--- src/rtl/pmrc_pkg.sv ---
package pmrc_pkg;

  // Width of the tick counters; any value from 8 to 32 works.
  localparam int unsigned TIME_BITS = 32;
  localparam int unsigned DUR_W     = 32;
  localparam int unsigned VAL_W     = 11;
  localparam int unsigned LVL_W     = 8;
  localparam int unsigned PCT_W     = 7;
  // Magnitude of target minus start never exceeds 1279, so 11 bits.
  localparam int unsigned DIFF_W    = 11;
  localparam int unsigned DIV_W     = TIME_BITS + DIFF_W;
  localparam int unsigned DIV_CNT_W = $clog2(DIV_W);
  localparam int unsigned IN_BITS   = VAL_W + DUR_W + 1;
  localparam int unsigned IN_DATA_W = ((IN_BITS + 7) / 8) * 8;
  localparam int unsigned OUT_BITS  = LVL_W + 1 + PCT_W + 1 + 1;
  localparam int unsigned OUT_DATA_W = ((OUT_BITS + 7) / 8) * 8;

  typedef enum logic [2:0] {
    REQ_SET_LEVEL = 3'd0,
    REQ_SET_PCT   = 3'd1,
    REQ_ON        = 3'd2,
    REQ_OFF       = 3'd3,
    REQ_TIMED_ON  = 3'd4,
    REQ_RAMP      = 3'd5,
    REQ_RAMP_PCT  = 3'd6,
    REQ_TICK      = 3'd7
  } req_e;

  typedef enum logic [2:0] {
    ST_IDLE,
    ST_MUL,
    ST_LOAD,
    ST_DIV,
    ST_DONE
  } state_e;

  typedef struct packed {
    logic done;
    logic rem_nz;
  } div_stat_t;

  // trunc(mag*255/100) through a reciprocal multiply with one correction step.
  function automatic logic [11:0] pct_to_lvl(input logic [10:0] mag);
    logic [17:0] x;
    logic [41:0] p;
    logic [11:0] q;
    logic [17:0] r;
    x = 18'(mag) * 18'd255;
    p = 42'(x) * 42'd167772;
    q = p[35:24];
    r = x - 18'(q) * 18'd100;
    if (r >= 18'd100) begin
      q = q + 12'd1;
    end
    return q;
  endfunction

  // floor(lvl*100/255), same scheme.
  function automatic logic [6:0] lvl_to_pct(input logic [7:0] lvl);
    logic [14:0] x;
    logic [23:0] p;
    logic [6:0]  q;
    logic [14:0] r;
    x = 15'(lvl) * 15'd100;
    p = 24'(x) * 24'd257;
    q = p[22:16];
    r = x - 15'(q) * 15'd255;
    if (r >= 15'd255) begin
      q = q + 7'd1;
    end
    return q;
  endfunction

endpackage

--- src/rtl/pwm_motor_ramp_controller_unit.sv ---
// PWM level controller for one motor with timed-on and linear ramps.
// The slave stream carries one command transaction at a time: tuser holds
// the command code, tdata holds the level or percent, the duration in ticks
// and the stop flag. Tick commands advance a running timed-on or ramp.
// Every accepted transaction yields exactly one result transaction on the
// master stream with the level, motor-on flag, percent and mode flags as
// they stand after the command.
// Commands other than a ramp tick go straight to the done state, which
// loads the result register once it is free, and the block is then
// ready again. A tick during a ramp instead computes the new level as
// start + floor(elapsed*(target-start)/span): the multiply state forms
// the product, the load state starts the restoring divider, which makes
// one quotient bit per cycle over 43 bits, and the done state registers
// the result once the divider has finished.
// The block takes one command at a time; tready is high only while idle.
// The result sits in an output register, so a new command is accepted
// while the previous result still waits; a later result then waits in
// its final state until the receiver frees the register.
// Reset clears the level, the ramp and timed-on state and any result.
module pwm_motor_ramp_controller_unit (
  input  logic                                clk_i,
  input  logic                                rst_ni,
  input  logic                                s_axis_tvalid,
  output logic                                s_axis_tready,
  // [10:0] level_value, [42:11] duration_ms, [43] stop_all, rest zero
  input  logic [pmrc_pkg::IN_DATA_W-1:0]      s_axis_tdata,
  // [2:0] req_type
  input  logic [2:0]                          s_axis_tuser,
  output logic                                m_axis_tvalid,
  input  logic                                m_axis_tready,
  // [7:0] pwm_level, [8] motor_on, [15:9] pwm_percent, [16] ramp_active,
  // [17] timed_active, rest zero
  output logic [pmrc_pkg::OUT_DATA_W-1:0]     m_axis_tdata
);

  pmrc_pkg::state_e state_q, state_d;

  logic [7:0]              level_q, level_d;
  logic [7:0]              start_q, start_d;
  logic signed [10:0]      target_q, target_d;
  logic [pmrc_pkg::TIME_BITS-1:0] elapsed_q, elapsed_d;
  logic [pmrc_pkg::TIME_BITS-1:0] span_q, span_d;
  logic                    ramping_q, ramping_d;
  logic                    timing_q, timing_d;
  logic [pmrc_pkg::DIV_W-1:0] prod_q;
  logic                    neg_q;
  logic                    out_valid_q, out_valid_d;
  logic [pmrc_pkg::OUT_DATA_W-1:0] out_data_q, out_data_d;

  logic                    in_fire;
  logic                    out_free;
  logic                    div_start;
  pmrc_pkg::req_e          req;
  logic signed [10:0]      val;
  logic [pmrc_pkg::TIME_BITS-1:0] dur;
  logic                    stop;
  logic [10:0]             val_mag;
  logic [11:0]             pct_lvl;
  logic signed [10:0]      pct_tgt;
  logic signed [10:0]      ramp_tgt;
  logic [pmrc_pkg::TIME_BITS-1:0] elapsed_inc;
  logic                    ramp_step;
  logic signed [11:0]      diff;
  logic [10:0]             diff_mag;
  pmrc_pkg::div_stat_t     div_stat;
  logic [pmrc_pkg::DIV_W-1:0] div_quo;
  logic [11:0]             step_mag;
  logic signed [12:0]      step_lvl;

  assign in_fire  = s_axis_tvalid && s_axis_tready;
  assign out_free = !out_valid_q || m_axis_tready;

  assign req  = pmrc_pkg::req_e'(s_axis_tuser);
  assign val  = $signed(s_axis_tdata[10:0]);
  assign dur  = s_axis_tdata[11 +: pmrc_pkg::TIME_BITS];
  assign stop = s_axis_tdata[pmrc_pkg::VAL_W + pmrc_pkg::DUR_W];

  // Percent conversion truncates toward zero, so work on the magnitude.
  assign val_mag = val[10] ? 11'(-val) : 11'(val);
  assign pct_lvl = pmrc_pkg::pct_to_lvl(val_mag);

  always_comb begin
    if (!val[10]) begin
      pct_tgt = (pct_lvl > 12'd1023) ? 11'sd1023 : $signed(pct_lvl[10:0]);
    end else begin
      pct_tgt = (pct_lvl > 12'd1024) ? -11'sd1024 : $signed(11'(-pct_lvl));
    end
  end

  assign ramp_tgt = (req == pmrc_pkg::REQ_RAMP) ? val : pct_tgt;

  assign elapsed_inc = (elapsed_q == '1) ? elapsed_q
                                         : elapsed_q + pmrc_pkg::TIME_BITS'(1);

  // A tick that needs the interpolated level goes through the divider.
  assign ramp_step = (req == pmrc_pkg::REQ_TICK) && ramping_q && !timing_q &&
                     (elapsed_inc < span_q);

  assign diff     = 12'(target_q) - $signed({4'b0000, start_q});
  assign diff_mag = diff[11] ? 11'(-diff) : 11'(diff);

  // Floor division of a negative product rounds the magnitude up.
  assign step_mag = 12'(div_quo[10:0]) + 12'(div_stat.rem_nz && neg_q);
  assign step_lvl = $signed({5'b00000, start_q}) +
                    (neg_q ? $signed(-{1'b0, step_mag}) : $signed({1'b0, step_mag}));

  pmrc_div u_div (
    .clk_i      (clk_i),
    .rst_ni     (rst_ni),
    .start_i    (div_start),
    .dividend_i (prod_q),
    .divisor_i  (span_q),
    .stat_o     (div_stat),
    .quotient_o (div_quo)
  );

  // Next state.
  always_comb begin
    state_d = state_q;
    case (state_q)
      pmrc_pkg::ST_IDLE: begin
        if (in_fire) begin
          state_d = ramp_step ? pmrc_pkg::ST_MUL : pmrc_pkg::ST_DONE;
        end
      end
      pmrc_pkg::ST_MUL:  state_d = pmrc_pkg::ST_LOAD;
      pmrc_pkg::ST_LOAD: state_d = pmrc_pkg::ST_DIV;
      pmrc_pkg::ST_DIV: begin
        if (div_stat.done) begin
          state_d = pmrc_pkg::ST_DONE;
        end
      end
      pmrc_pkg::ST_DONE: begin
        if (out_free) begin
          state_d = pmrc_pkg::ST_IDLE;
        end
      end
      default: state_d = pmrc_pkg::ST_IDLE;
    endcase
  end

  // Sequencer outputs.
  always_comb begin
    s_axis_tready = 1'b0;
    div_start     = 1'b0;
    case (state_q)
      pmrc_pkg::ST_IDLE: s_axis_tready = 1'b1;
      pmrc_pkg::ST_LOAD: div_start     = 1'b1;
      default: begin
        s_axis_tready = 1'b0;
        div_start     = 1'b0;
      end
    endcase
  end

  // Controller state updates.
  always_comb begin
    level_d   = level_q;
    start_d   = start_q;
    target_d  = target_q;
    elapsed_d = elapsed_q;
    span_d    = span_q;
    ramping_d = ramping_q;
    timing_d  = timing_q;

    if (state_q == pmrc_pkg::ST_IDLE && in_fire) begin
      case (req)
        pmrc_pkg::REQ_SET_LEVEL: begin
          if (!val[10] && val[9:8] == 2'b00) begin
            level_d = val[7:0];
          end
        end
        pmrc_pkg::REQ_SET_PCT: begin
          if (!val[10] && val[9:0] <= 10'd100) begin
            level_d = pct_lvl[7:0];
          end
        end
        pmrc_pkg::REQ_ON, pmrc_pkg::REQ_OFF: begin
          if (stop) begin
            ramping_d = 1'b0;
            timing_d  = 1'b0;
          end
          level_d = (req == pmrc_pkg::REQ_ON) ? 8'hFF : 8'h00;
        end
        pmrc_pkg::REQ_TIMED_ON: begin
          ramping_d = 1'b0;
          timing_d  = 1'b1;
          elapsed_d = '0;
          span_d    = dur;
        end
        pmrc_pkg::REQ_RAMP, pmrc_pkg::REQ_RAMP_PCT: begin
          timing_d  = 1'b0;
          ramping_d = 1'b0;
          start_d   = level_q;
          target_d  = ramp_tgt;
          if (ramp_tgt != $signed({3'b000, level_q})) begin
            ramping_d = 1'b1;
            elapsed_d = '0;
            span_d    = dur;
          end
        end
        pmrc_pkg::REQ_TICK: begin
          if (timing_q || ramping_q) begin
            elapsed_d = elapsed_inc;
            if (timing_q) begin
              if (elapsed_inc < span_q) begin
                level_d = 8'hFF;
              end else begin
                timing_d  = 1'b0;
                ramping_d = 1'b0;
                level_d   = 8'h00;
              end
            end else if (!ramp_step) begin
              // Ramp has run its span: land on the target if it is a level.
              ramping_d = 1'b0;
              if (!target_q[10] && target_q[9:8] == 2'b00) begin
                level_d = target_q[7:0];
              end
            end
          end
        end
        default: level_d = level_q;
      endcase
    end else if (state_q == pmrc_pkg::ST_DIV && div_stat.done) begin
      if (!step_lvl[12] && step_lvl[11:8] == 4'b0000) begin
        level_d = step_lvl[7:0];
      end
    end
  end

  // Result register.
  always_comb begin
    out_valid_d = out_valid_q;
    out_data_d  = out_data_q;
    if (out_valid_q && m_axis_tready) begin
      out_valid_d = 1'b0;
    end
    if (state_q == pmrc_pkg::ST_DONE && out_free) begin
      out_valid_d = 1'b1;
      out_data_d  = pmrc_pkg::OUT_DATA_W'({timing_q, ramping_q,
                                           pmrc_pkg::lvl_to_pct(level_q),
                                           (level_q != 8'h00), level_q});
    end
  end

  always_ff @(posedge clk_i or negedge rst_ni) begin
    if (!rst_ni) begin
      state_q     <= pmrc_pkg::ST_IDLE;
      level_q     <= '0;
      start_q     <= '0;
      target_q    <= '0;
      elapsed_q   <= '0;
      span_q      <= '0;
      ramping_q   <= 1'b0;
      timing_q    <= 1'b0;
      out_valid_q <= 1'b0;
    end else begin
      state_q     <= state_d;
      level_q     <= level_d;
      start_q     <= start_d;
      target_q    <= target_d;
      elapsed_q   <= elapsed_d;
      span_q      <= span_d;
      ramping_q   <= ramping_d;
      timing_q    <= timing_d;
      out_valid_q <= out_valid_d;
    end
  end

  // Product of elapsed ticks and the ramp height, taken once per ramp tick.
  always_ff @(posedge clk_i) begin
    out_data_q <= out_data_d;
    if (state_q == pmrc_pkg::ST_MUL) begin
      prod_q <= pmrc_pkg::DIV_W'(elapsed_q) * pmrc_pkg::DIV_W'(diff_mag);
      neg_q  <= diff[11];
    end
  end

  assign m_axis_tvalid = out_valid_q;
  assign m_axis_tdata  = out_data_q;

endmodule

--- src/rtl/pmrc_div.sv ---
module pmrc_div (
  input  logic                                   clk_i,
  input  logic                                   rst_ni,
  input  logic                                   start_i,
  input  logic [pmrc_pkg::DIV_W-1:0]             dividend_i,
  input  logic [pmrc_pkg::TIME_BITS-1:0]         divisor_i,
  output pmrc_pkg::div_stat_t                    stat_o,
  output logic [pmrc_pkg::DIV_W-1:0]             quotient_o
);

  logic                              busy_q, busy_d;
  logic                              done_q, done_d;
  logic [pmrc_pkg::DIV_CNT_W-1:0]    cnt_q, cnt_d;
  logic [pmrc_pkg::TIME_BITS-1:0]    rem_q, rem_d;
  logic [pmrc_pkg::TIME_BITS-1:0]    dvs_q, dvs_d;
  logic [pmrc_pkg::DIV_W-1:0]        quo_q, quo_d;
  logic [pmrc_pkg::TIME_BITS:0]      rem_sh;
  logic [pmrc_pkg::TIME_BITS:0]      rem_sub;

  // One restoring step per cycle, one quotient bit shifted in each time.
  always_comb begin
    rem_sh  = {rem_q, quo_q[pmrc_pkg::DIV_W-1]};
    rem_sub = rem_sh - {1'b0, dvs_q};
    busy_d  = busy_q;
    done_d  = 1'b0;
    cnt_d   = cnt_q;
    rem_d   = rem_q;
    dvs_d   = dvs_q;
    quo_d   = quo_q;
    if (start_i) begin
      busy_d = 1'b1;
      cnt_d  = '0;
      rem_d  = '0;
      dvs_d  = divisor_i;
      quo_d  = dividend_i;
    end else if (busy_q) begin
      if (!rem_sub[pmrc_pkg::TIME_BITS]) begin
        rem_d = rem_sub[pmrc_pkg::TIME_BITS-1:0];
        quo_d = {quo_q[pmrc_pkg::DIV_W-2:0], 1'b1};
      end else begin
        rem_d = rem_sh[pmrc_pkg::TIME_BITS-1:0];
        quo_d = {quo_q[pmrc_pkg::DIV_W-2:0], 1'b0};
      end
      cnt_d = cnt_q + pmrc_pkg::DIV_CNT_W'(1);
      if (cnt_q == pmrc_pkg::DIV_CNT_W'(pmrc_pkg::DIV_W - 1)) begin
        busy_d = 1'b0;
        done_d = 1'b1;
      end
    end
  end

  always_ff @(posedge clk_i or negedge rst_ni) begin
    if (!rst_ni) begin
      busy_q <= 1'b0;
      done_q <= 1'b0;
      cnt_q  <= '0;
    end else begin
      busy_q <= busy_d;
      done_q <= done_d;
      cnt_q  <= cnt_d;
    end
  end

  always_ff @(posedge clk_i) begin
    rem_q <= rem_d;
    dvs_q <= dvs_d;
    quo_q <= quo_d;
  end

  assign stat_o.done   = done_q;
  assign stat_o.rem_nz = (rem_q != '0);
  assign quotient_o    = quo_q;

endmodule

--- config.mk ---
export PLATFORM = sky130hd
export DESIGN_NAME = pwm_motor_ramp_controller_unit
export DESIGN_NICKNAME = d
export VERILOG_FILES = /design/src/rtl/pmrc_pkg.sv /design/src/rtl/pwm_motor_ramp_controller_unit.sv /design/src/rtl/pmrc_div.sv
export SDC_FILE = /design/constraint.sdc
export NUM_CORES = 2
export LEC_CHECK = 0
export ABC_AREA = 0
export BUFFER_PORTS_ARGS = -buffer_cell sky130_fd_sc_hd__buf_2
export CORE_MARGIN = 2
export CORE_UTILIZATION = 36
export DETAILED_ROUTE_END_ITERATION = 8
export MAX_ROUTING_LAYER = met4
export PLACE_DENSITY = 0.49
export SYNTH_ARGS = -nofsm -noshare
export SYNTH_HDL_FRONTEND = slang
export SYNTH_SLANG_ARGS = --single-unit
--- constraint.sdc ---
create_clock -name clk_i -period 14.6 [get_ports clk_i]
set_input_delay 4.38 -clock clk_i [delete_from_list [all_inputs] [get_ports clk_i]]
set_output_delay 4.38 -clock clk_i [all_outputs]
set_load 0.005 [all_outputs]
-- Word level (Yosys, flattened, before mapping)
Index checks and enable logic that the tools add are counted.
- $add $sub $neg: 14
- multiply operators: 7
- magnitude comparators: 6
- equal/unequal tests: 28
- multiplexer cells: 59
- reductions and logical operators: 43
- operators by type and width (operator ; number):
    2-to-1 mux 32 bit ; 5
    one-hot mux 32 bit (3 select lines) ; 1
    2-to-1 mux 8 bit ; 11
    2-to-1 mux 43 bit ; 2
    2-to-1 mux 11 bit ; 6
    one-hot mux 32 bit (2 select lines) ; 1
    multiplier 32 x 11 -> 43 bit ; 1
    multiplier 18 x 16 -> 34 bit, second input constant ; 1
    negator 11 bit ; 3
    subtractor 33 x 32 -> 33 bit ; 1
    adder 32 x 1 -> 32 bit, second input constant ; 1
    == test 32 bit, second input constant ; 1
    < comparator 32 bit ; 1
    one-hot mux 8 bit (4 select lines) ; 1
    nonzero test 32 bit ; 1
    multiplier 13 x 9 -> 21 bit, second input constant ; 1
    2-to-1 mux 1 bit ; 20
    >= comparator 18 x 7 -> 1 bit, second input constant ; 1
    multiplier 11 x 8 -> 18 bit, second input constant ; 1
    subtractor 18 bit ; 1
    multiplier 12 x 5 -> 16 bit, second input constant ; 1
    == test 3 bit, second input constant ; 5
    >= comparator 15 x 8 -> 1 bit, second input constant ; 1
    multiplier 7 x 8 -> 15 bit, second input constant ; 1
    46 further kinds ; 88
- register bits: 274
- bits of input ports: 55
- output and inout port bits: 26
- logic and storage cells: 175

-- Longest topological paths before layout
- depth in word-level cells: 15
- gate-level depth with buffers: 79

-- Cells and area by module
From an unflattened synthesis, not the netlist that was laid out.
- cells, all modules: 4443
- area, all modules: 40929.3 um^2
- by module, submodules not included (module ; times used ; cells an instance ; area each (um^2) ; seq. area each (um^2)):
    pwm_motor_ramp_controller_unit ; 1 ; 3816 ; 34321.7 ; 4289.1
    pmrc_div ; 1 ; 627 ; 6607.6 ; 3093.0

-- Least setup slack after synthesis
Ideal clock, no wire load.
- kind: input -> register
- start point: input s_axis_tdata[10] (netlist name)
- end point: register span_q[10] (netlist name)
- library setup time: 125 ps
- arrival: 22077 ps
- data required time: 14475 ps
- path slack: -7603 ps
- cell stages on the path: 71
- path buffers: 4
- cell sequence: clkbuf_1 inv_1 clkbuf_1 a41o_1 xnor2_1 fa_1 fa_1 fa_1 inv_1 fa_1 inv_1 ha_1 a21oi_1 nand2_1 a41oi_1 o21a_1 o21bai_1 a21oi_1 [35 not listed] a21oi_1 xor2_1 buf_2 nor3_2 mux2i_1 ha_1 nand3_1 nor4_1 or3_1 a41oi_1 or3_1 o311a_1 a221o_1 a211oi_2 a31oi_1 o21ai_2 buf_6 mux2_4
- longest elaborated chain between the ends: 15
- elaborated cells between the ends (all ways): 19
- classes of those cells: add/sub (4); mul (3); order compare (3); eq/ne (2); mux (6); reduce/logical (1)
- ends and longest elaborated chain (item ; line ; text):
    from (decl) ; pwm_motor_ramp_controller_unit.sv:26 ; input logic [pmrc_pkg::IN_DATA_W-1:0] s_axis_tdata,
    negator 11 bit ; pwm_motor_ramp_controller_unit.sv:79 ; assign val_mag = val[10] ? 11'(-val) : 11'(val);
    2-to-1 mux 11 bit ; pwm_motor_ramp_controller_unit.sv:79 ;
    multiplier 11 x 8 -> 18 bit ; pmrc_pkg.sv:48 ; x = 18'(mag) * 18'd255;
    multiplier 18 x 16 -> 34 bit ; pmrc_pkg.sv:49 ; p = 42'(x) * 42'd167772;
    multiplier 12 x 5 -> 16 bit ; pmrc_pkg.sv:51 ; r = x - 18'(q) * 18'd100;
    subtractor 18 bit ; pmrc_pkg.sv:51 ;
    >= comparator 18 x 7 -> 1 bit ; pmrc_pkg.sv:52 ; if (r >= 18'd100) begin
    2-to-1 mux 12 bit ; pmrc_pkg.sv:52 ;
    negator 11 bit, or another cell as far along ; pwm_motor_ramp_controller_unit.sv:86 ; pct_tgt = (pct_lvl > 12'd1024) ? -11'sd1024 : $signed(11'(-pct_lvl));
    2-to-1 mux 11 bit, on equally long branches ; pwm_motor_ramp_controller_unit.sv:86, pwm_motor_ramp_controller_unit.sv:84 ;
    2-to-1 mux 11 bit ; pwm_motor_ramp_controller_unit.sv:83 ; if (!val[10]) begin
    2-to-1 mux 11 bit (*) ; pwm_motor_ramp_controller_unit.sv:90 ; assign ramp_tgt = (req == pmrc_pkg::REQ_RAMP) ? val : pct_tgt;
    inequality test 11 x 9 -> 1 bit (*) ; pwm_motor_ramp_controller_unit.sv:196 ; if (ramp_tgt != $signed({3'b000, level_q})) begin
    inequality test 2 bit (no line) (*) ; n/a ;
    AND reduction 3 bit (no line) (*) ; n/a ;
    to (signal assigned) ; pwm_motor_ramp_controller_unit.sv:263 ; span_q <= span_d;
    to (decl) ; pwm_motor_ramp_controller_unit.sv:42 ; logic [pmrc_pkg::TIME_BITS-1:0] span_q, span_d;
Every way passes the cells marked *; elsewhere a longest branch is shown, timed or not.
A chain may end at the register's enable or synchronous reset.

-- Final worst setup path
- start point: input s_axis_tdata[0] (netlist name)
- end point: register span_q[23] (netlist name)
The elaborated chain is that of the path after synthesis.

==> flow_metrics.tcl <==
set metrics [dict create \
    synth_edf_count 137 \
    fin_skew_ns 0.0441 \
    row_count 121 \
    synth_cell_types 104 \
    post-synth-top-area-cell "fa_1" \
    yosysSeqAreaShare_pct 18.6 \
    clkTransAtPathRegs_ns 0.06 \
    wirelength_um 110000 \
    via_count 31572 \
    min_path_cells 0 \
    cts_tree "built" \
    critPathRequiredTime_ns 15.05 \
    critical_path_cell_count 82 \
    setup_violations 84 \
    synth_top_area_share_pct 22.6 \
    yosysWarnings 0 \
    hold_ws_ns 0.482 \
    fin_crit_sh_pct 140 \
    hp-class "reg2reg" \
    crit_fanout 8 \
    cpPeakStageDelay_ns 0.54 \
    clock-sinks 274 \
    clockBufferDepth 3 \
    drt_iter0_drc 1681 \
    timing.fmax_ghz 0.0488 \
    crit_top_cell "fa_1" \
    synth.most_common_cell "inv_1" \
    drc 0 \
    r2r_cells 46 \
    synthCells 4423 \
    ant_nets 0 \
    grt_pass1_vias 32442 \
    crit_arrival_ns 20.95 \
    via_per_inst 4.91 \
    initial_core_util_pct 36.4 \
    path_delay_family "adder cells" \
    syn2layout_area_growth_pct 22.7 \
    netlist_area_mm2 0.0398 \
    crit_buf_inv 20 \
    gp_congestion 0.864 \
    antenna_found_initial 4 \
    first_pass_iters 5 \
    rsz0062_at_grt "yes" \
    place_hpwl_um 88000 \
    wl_per_cell_um 17.1 \
    crit_path_start "s_axis_tdata[0]" \
    fin_crit_ns 20.50 \
    ys_ff_latch 274 \
    final_nets 5926 \
    worstSetupStartpointType "primary input" \
    cts_root_buf "clkbuf_16" \
    grt_overflow_total 0 \
    die_y_um 336 \
    layout_setup_ws_ns -5.90 \
    clk_latency_ns 0.57 \
    ys.flop_type "edfxtp_1" \
    hold_viol 0 \
    ctsHoldBuffers 0 \
    syn_avg_cell_area_um2 9.00 \
    yosys-top-cells-area "fa_1 (23%), ha_1 (16%), edfxtp_1 (10%)" \
    path_class "in2reg" \
    grt_max_degree 65 \
    report.final.slew_viol_count 0 \
    violations "setup timing" \
    synthTopCellsByCount "inv_1 (754), nand2_1 (543), ha_1 (498), fa_1 (449), a21oi_1 (207)" \
    max-slew-margin-rel_pct 25.4 \
    drive_gt1_share_pct 21.0 \
    rr_startpoint "level_q[3]" \
    ios 81 \
    status "finished, violations left" \
    async_flop_share_pct 38.3 \
    htree_levels 2 \
    port_buffers 70 \
    endpoint_kind "flop" \
    grtUsageTotal_pct 20.5 \
    fp.dieArea_mm2 0.113 \
    hp-start "span_q[3]" \
    fp.dieW_um 336 \
    grt_pass1_wl_um 179000 \
    slowest_stage "fa_1" \
    drv_cap 0 \
    worstMarginPinSlew_ns 1.12 \
    numCtsBuffers 34 \
    coreArea_mm2 0.109 \
]
## final timing paths
path	to	slack, ns
min	u_div.dvs_q[3]	0.48
max in group asynchronous	span_q[0]	9.43
min in group asynchronous	u_div.cnt_q[0]	3.84
min reg2reg	u_div.dvs_q[3]	0.48
max reg2reg	m_axis_tdata[14]	2.95
max	span_q[23]	-5.90
## per-stage QoR
step	cell area (µm²)	setup TNS (ns)	std cells	utilization, %	setup slack, ns
after floorplan	40400	-450.57	4428	-	-5.93
after global placement	45800	-530.00	6297	41.9	-6.75
after detailed placement	45800	-549.62	6297	41.9	-6.98
after CTS	48400	-452.71	6413	44.3	-5.89
after global routing	48800	-518.47	6428	44.7	-6.67
final	48800	-454.00	6428	44.7	-5.90
## cells by family (layout without fill, tap and decap cells)
logic type	count (synthesis)	count (layout)	synth area share, %
AO/OA/AOI/OAI	710	710	11.6
AND/OR/NAND/NOR	1250	1250	15.0
flip-flops	274	274	18.6
XOR/XNOR	263	263	5.83
buffers and inverters	916	1437	8.80
adder cells (fa/ha/maj)	950	950	38.3
multiplexers	59	59	1.91
other	1	9	0.00943
## registers in the layout (all words and copies together), names as in the netlist
| register | flops |
|---|---|
| m_axis_tvalid | 1 |
| timing_q | 1 |
| u_div.busy_q | 1 |
| state_q | 3 |
| u_div.quotient_o | 43 |
| start_q | 8 |
| prod_q | 43 |
| u_div.cnt_q | 6 |
| m_axis_tdata | 18 |
| ramping_q | 1 |
| u_div.rem_q | 32 |
| level_q | 8 |
| elapsed_q | 32 |
| neg_q | 1 |
| u_div.dvs_q | 32 |
| span_q | 32 |
| target_q | 11 |
| u_div.done_q | 1 |
## placed cells by master, fill, tap and decap left out, types with 26 or more instances in the layout
cell type / instances
nor2_1: 177
ha_1: 460
clkbuf_16: 34
mux2_4: 32
fa_1: 446
inv_1: 725
dfxtp_1: 32
a21oi_1: 184
and2_1: 50
buf_2: 68
xor2_1: 72
inv_2: 27
nand4_1: 36
buf_4: 504
nand2_1: 535
and3_1: 29
nand2b_1: 55
nand3_1: 49
dfrtp_1: 104
edfxtp_1: 137
nor3_1: 48
o21ai_1: 29
ha_4: 30
a21o_1: 59
nor2b_1: 130
buf_6: 28
o21ai_2: 26
o21ai_0: 115
xnor2_1: 143
## metal layers
metal | part of all wire [%] | vias up | global-route usage, %
met5 | 0 | - | -
met4 | 1.5 | 0 | 3.33
met3 | 4.1 | 105 | 2.03
met2 | 46 | 453 | 32.7
met1 | 48 | 15507 | 28.8
li1 | - | 15507 | -
## cell type report
type	instances	area, µm²
Clock inverter	17	146
Multi-Input combinational cell	3238	30800
Antenna cell	3	7.51
Inverter	757	2860
Tap cell	1476	1850
Timing Repair Buffer	619	4830
Clock buffer	44	918
Sequential cell	274	7380
Fill cell	10881	60500
## repair_timing
item                                    4_1_cts  5_1_grt
resized for setup                           241       54
cloned                                        3        0
pin swaps                                   127       54
endpoints found under the setup margin       84       84
setup buffers                                56       12
Power is left out: the tool's default activity adds up to more than one toggle a clock period on the data nets, which glitch-free logic cannot reach.
